`src/rtl/core/pmvo_pkg.sv`:
```
// Shared constants, codes and types for the Prim spanning-tree vertex order block.
// No dependencies; every file of the block imports this package.
package pmvo_pkg;

    localparam int MAX_VERTICES = 64;
    localparam int VIDX_W       = $clog2(MAX_VERTICES);
    localparam int CNT_W        = VIDX_W + 1;
    localparam int W_W          = 10;
    localparam int MAT_AW       = 2 * VIDX_W;
    localparam int FUNC_W       = 2;

    localparam logic [W_W-1:0]   NO_EDGE    = W_W'(999);
    localparam logic [W_W-1:0]   MAX_WEIGHT = W_W'(998);

    localparam logic [FUNC_W-1:0] FUNC_CLEAR = 2'd0;
    localparam logic [FUNC_W-1:0] FUNC_EDGE  = 2'd1;
    localparam logic [FUNC_W-1:0] FUNC_RUN   = 2'd2;

    // Control from the sequencer to the relaxation unit, one element per cycle.
    typedef struct packed {
        logic              issue;
        logic              start;
        logic              init;
        logic [VIDX_W-1:0] index;
    } pass_ctl_t;

endpackage

```
`src/rtl/core/pmvo_relax_unit.sv`:
```
// Relaxation and minimum-search unit: holds the best-cost memory and folds
// each relaxed entry into the running minimum. Depends on pmvo_pkg.
module pmvo_relax_unit import pmvo_pkg::*; (
    input  logic                    aclk,
    input  logic                    aresetn,
    input  pass_ctl_t               ctl,
    input  logic [W_W-1:0]          w_rd,
    input  logic [MAX_VERTICES-1:0] in_tree,
    output logic [VIDX_W-1:0]       pick,
    output logic [W_W-1:0]          lowest
);

    logic [W_W-1:0]    bc_mem [MAX_VERTICES];
    logic [W_W-1:0]    bc_rd_reg;
    logic              v1_reg;
    logic              init1_reg;
    logic [VIDX_W-1:0] j1_reg;
    logic [W_W-1:0]    low_reg, low_next;
    logic [VIDX_W-1:0] pick_reg, pick_next;
    logic [W_W-1:0]    new_bc;
    logic              outside;

    always_ff @(posedge aclk) begin
        if (ctl.issue) begin
            bc_rd_reg <= bc_mem[ctl.index];
        end
        if (v1_reg) begin
            bc_mem[j1_reg] <= new_bc;
        end
        j1_reg    <= ctl.index;
        init1_reg <= ctl.init;
    end

    always_comb begin
        outside = !in_tree[j1_reg];
        if (init1_reg) begin
            new_bc = w_rd;
        end else if (outside && (w_rd < bc_rd_reg)) begin
            new_bc = w_rd;
        end else begin
            new_bc = bc_rd_reg;
        end
        low_next  = low_reg;
        pick_next = pick_reg;
        if (ctl.start) begin
            low_next  = NO_EDGE;
            pick_next = '0;
        end else if (v1_reg && outside && (new_bc < low_reg)) begin
            low_next  = new_bc;
            pick_next = j1_reg;
        end
    end

    always_ff @(posedge aclk) begin
        if (!aresetn) begin
            v1_reg   <= 1'b0;
            low_reg  <= NO_EDGE;
            pick_reg <= '0;
        end else begin
            v1_reg   <= ctl.issue;
            low_reg  <= low_next;
            pick_reg <= pick_next;
        end
    end

    assign pick   = pick_reg;
    assign lowest = low_reg;

    a_start_resets_min: assert property (@(posedge aclk) disable iff (!aresetn)
        ctl.start |=> (low_reg == NO_EDGE) && (pick_reg == '0))
        else $error("minimum not reset at pass start");

    a_min_holds_when_idle: assert property (@(posedge aclk) disable iff (!aresetn)
        (!ctl.start && !v1_reg) |=> $stable(pick_reg) && $stable(low_reg))
        else $error("minimum changed without a relaxed entry");

    a_relax_never_raises: assert property (@(posedge aclk) disable iff (!aresetn)
        (v1_reg && !init1_reg) |-> (new_bc <= bc_rd_reg))
        else $error("relaxation raised a best cost");

    a_min_in_range: assert property (@(posedge aclk) disable iff (!aresetn)
        low_reg <= NO_EDGE)
        else $error("running minimum above no-edge value");

endmodule

```
`config.mk`:
```
export PLATFORM = sky130hd
export DESIGN_NAME = pmvo_relax_unit
export DESIGN_NICKNAME = d
export VERILOG_FILES = /design/src/rtl/core/pmvo_pkg.sv /design/src/rtl/core/pmvo_relax_unit.sv
export SDC_FILE = /design/constraint.sdc
export NUM_CORES = 1
export LEC_CHECK = 0
export BUFFER_PORTS_ARGS = -buffer_cell sky130_fd_sc_hd__buf_2
export CAP_MARGIN = 40
export CORE_MARGIN = 2
export CORE_UTILIZATION = 35
export DETAILED_ROUTE_END_ITERATION = 8
export SLEW_MARGIN = 20
export SYNTH_ARGS = -nofsm -noshare
export SYNTH_HDL_FRONTEND = slang
export SYNTH_SLANG_ARGS = --single-unit
```
`constraint.sdc`:
```
create_clock -name aclk -period 6.2 [get_ports aclk]
set_input_delay 1.86 -clock aclk [delete_from_list [all_inputs] [get_ports aclk]]
set_output_delay 1.86 -clock aclk [all_outputs]
set_load 0.05 [all_outputs]
```
==> summary.md <==
| Metric | Value |
|---|---|
| Status | `finished clean` |
| GRT overflow | `0` |
| Mapped Nets | `about 1,400` |
| Max-cap violations | `0` |
| Lkg Pwr | `0.0101 uW` |
| CTS root buffer | `clkbuf_16` |
| Bufs and invs on worst path | `1` |
| Global-route wire length before repair | `96,200 um` |
| Via count | `13,400` |
| Post-CTS Setup Inserts | `0` |
| Num rows | `101` |
| P&R area growth vs syn | `16.4%` |
| Post-synth top cells | `edfxtp_1, mux4_2, nor2_1, clkbuf_1, o21ai_0` |
| DIE AREA | `79,400 um^2` |
| Avg Synthesized Cell Area | `21.6 um^2` |
| Layout Utilization | `41.2%` |
| RR Endpoint | `lowest[0]` |
| Final nets | `around 1,500` |
| Critical path type | `primary input to register` |
| CP endpoint kind | `register` |
| Post-route clock period utilization | `82.4%` |
| Worst hold path stage count | `2` |
| CTS tree | `built` |
| Fmax | `roughly 200 MHz` |
| Vias per cell | `5.31` |
| Clock slew at reported path FFs | `60 ps` |
| Starting Density | `35.4%` |
| Synth area leader | `edfxtp_1` |
| Post-CTS Resized | `0` |
| Num CTS Buffers | `69` |
| Post-layout minimum cycle time | `approximately 5100 ps` |
| Final Skew | `19.3 ps` |
| Setup ws final | `1090 ps` |
| Top cell family by delay on the critical path | `compound AO/OA/AOI/OAI gates` |
| H-Tree Depth | `3` |
| Cell Chain, Critical Path | `buf_2 -> mux2i_1 -> o21ai_0 -> a2bb2oi_1 -> a21oi_1 -> nor4_4 -> a31oi_4 -> mux2_2 -> ha_1 -> a21oi_1 -> nor2b_1 -> o21ai_0 -> a21oi_1 -> o21a_1 -> o21ai_1 -> nand2_1 -> o31a_1` |
| Initial antenna violation count | `2` |
| Initial drt markers | `1,493` |
| Slew Limit Headroom | `a little over two fifths` |
| Vias in the first global route | `13,400` |
| Post-synthesis register bit count | `a little under 700` |
| Cell repeated most along the worst path | `a21oi_1` |
| Hold-fix buffers at CTS | `0` |
| Async S/R FF share, synth | `0%` |
| Filler cell count | `6,618` |
| Worst skew pair latency | `610 ps` |
| Worst Path Required | `6670 ps` |
| WL final | `65,800 um` |
| Crit path max fanout | `10` |
| WL per Instance | `26.1 um` |
| Peak VDD IR | `0.000163 V` |
| Post-Synthesis Cells | `1,249` |
| R2r setup slk | `1470 ps` |
| Port Buffers | `100` |
| Worst path arrival time | `5580 ps` |
| Main synth FF type | `edfxtp_1` |
| Hold path startpoint | `pick[2]` |
| Setup TNS | `0 ps` |
| Antenna fix cells | `0` |
| Setup violators final | `0` |
| PwrDens | `314 nW/um^2` |
| Gpl congestion | `0.815` |
| Top-count cell post-synth | `edfxtp_1` |
| ANT nets after route | `0` |
| Synth Warn # | `0` |
| Total power draw | `9860 uW` |
| Post-synthesis cell type count | `49` |
| Largest net degree at the start of global routing | `66` |
| Die Height | `roughly 280 um` |
| Setup crit start kind | `primary input` |
| Sequential area share after synthesis | `between 70% and 80%` |
| CP max-delay cell | `o21ai_0` |
| Total GRT Usage | `between 15 and 20%` |
| Hold Path End | `pick[2]` |
| Mapped Area | `~27,000 um^2` |
| Layout cell share with drive strength beyond 1 | `35.2%` |
| DRC viols | `0` |
| Post-DP HPWL | `between 40,000 and 50,000 um` |
| Max FFs per register | `640` |
| Core area | `76,200 um^2` |
| Die Width | `282 um` |
| WHS | `about 500 ps` |
| Yosys top cell area share | `between 70% and 80%` |
| Final Max Tran Viols | `0` |
| Synth area leaders | `edfxtp_1, mux4_2, dfxtp_1` |
| Number of I/O pins | `101` |
| Worst reg-to-reg path cell count | `17` |
| Final hold vios | `0` |
| Number of synthesized flops with an enable pin | `650` |
| Worst Hold Class | `register to register` |
| Dpl ws | `about 550 ps` |
| Pre-antenna DRT Iters | `5` |
| Unrepaired setup endpoints after global routing | `no` |
| Worst path max stage delay | `530 ps` |
| Clock Sinks | `674` |
| Worst-Margin Slew | `864 ps` |
| Worst R2R Start | `j1_reg[0]` |
| Clk buf depth | `3` |
## logic make-up after synthesis
family / Yosys count / share of synthesized area, %
adders and majority gates: 18 / 0.834
muxes: 241 / 19.0
buffers and inverters: 91 / 1.57
DFF: 674 / 74.1
AOI/OAI and AO/OA: 80 / 2.01
and+or+nand+nor: 145 / 2.55
## layer usage
metal	GRT usage, %	vias up	wire (um)
li1	-	5636	-
met1	23.5	7169	27800
met2	27.2	531	32100
met3	2.90	82	4480
met4	5.09	2	1430
met5	0	-	12
## layout make-up
class                           instances  area (um^2)  share of cell area, %
Sequential cell                       674        20000                   63.7
Clock buffer                           82         1820                   5.79
Timing Repair Buffer                  193         1330                   4.23
Multi-Input combinational cell        484         6580                   20.9
Inverter                               23         86.3                  0.275
Clock inverter                         39          310                  0.988
Tap cell                             1030         1290                   4.10
## where the power goes
group / leakage [uW] / internal [uW] / switching, uW / total, uW
Clock: 0.00104 / 2260 / 1690 / 3950
Sequential: 0.00605 / 5140 / 16.9 / 5160
Combinational: 0.00304 / 259 / 485 / 745
## worst min-delay path: stages, from the launching register on
cell,delay (ps)
dfxtp_1,310
o21ai_0,70
a21oi_1,60
## stage by stage
| stage | area, um^2 | std cells |
|---|---|---|
| floorplan | 27000 | 1249 |
| global placement | 28700 | 2338 |
| detailed placement | 29300 | 2403 |
| CTS | 31400 | 2524 |
| global route | 31400 | 2525 |
| finish | 31400 | 2525 |
## worst max-delay path by stage
stage	startpoint	end	slack, ps	cells past startpoint
final	in_tree[23]	lowest[0]	1090	17
after global routing	in_tree[58]	pick[2]	980	16
after CTS	in_tree[23]	lowest[4]	1160	14
after detailed placement	in_tree[23]	lowest[4]	550	14
after global placement	in_tree[23]	lowest[0]	530	17
after floorplan	w_rd[1]	lowest[5]	610	16
## layout by cell type (no fill, tap or decap), types with 4 or more instances in the layout
cell type	netlist	layout
clkbuf_1	35	11
mux2_2	9	9
mux4_2	213	213
mux2i_1	13	13
ha_1	18	18
nor2b_1	5	5
edfxtp_1	650	650
buf_12	1	7
o21ai_0	27	27
nand3_1	15	15
nand3b_1	6	6
clkinv_1	0	16
inv_1	23	23
mux2_4	6	6
o31a_1	8	8
a21oi_1	16	16
nand2_1	13	13
a22oi_1	4	4
clkinv_2	0	13
dfxtp_1	24	23
bufinv_16	0	4
clkbuf_16	0	71
buf_2	17	98
buf_4	2	83
nor2_1	83	81
Note: power is estimated with default switching activity, not from simulation.
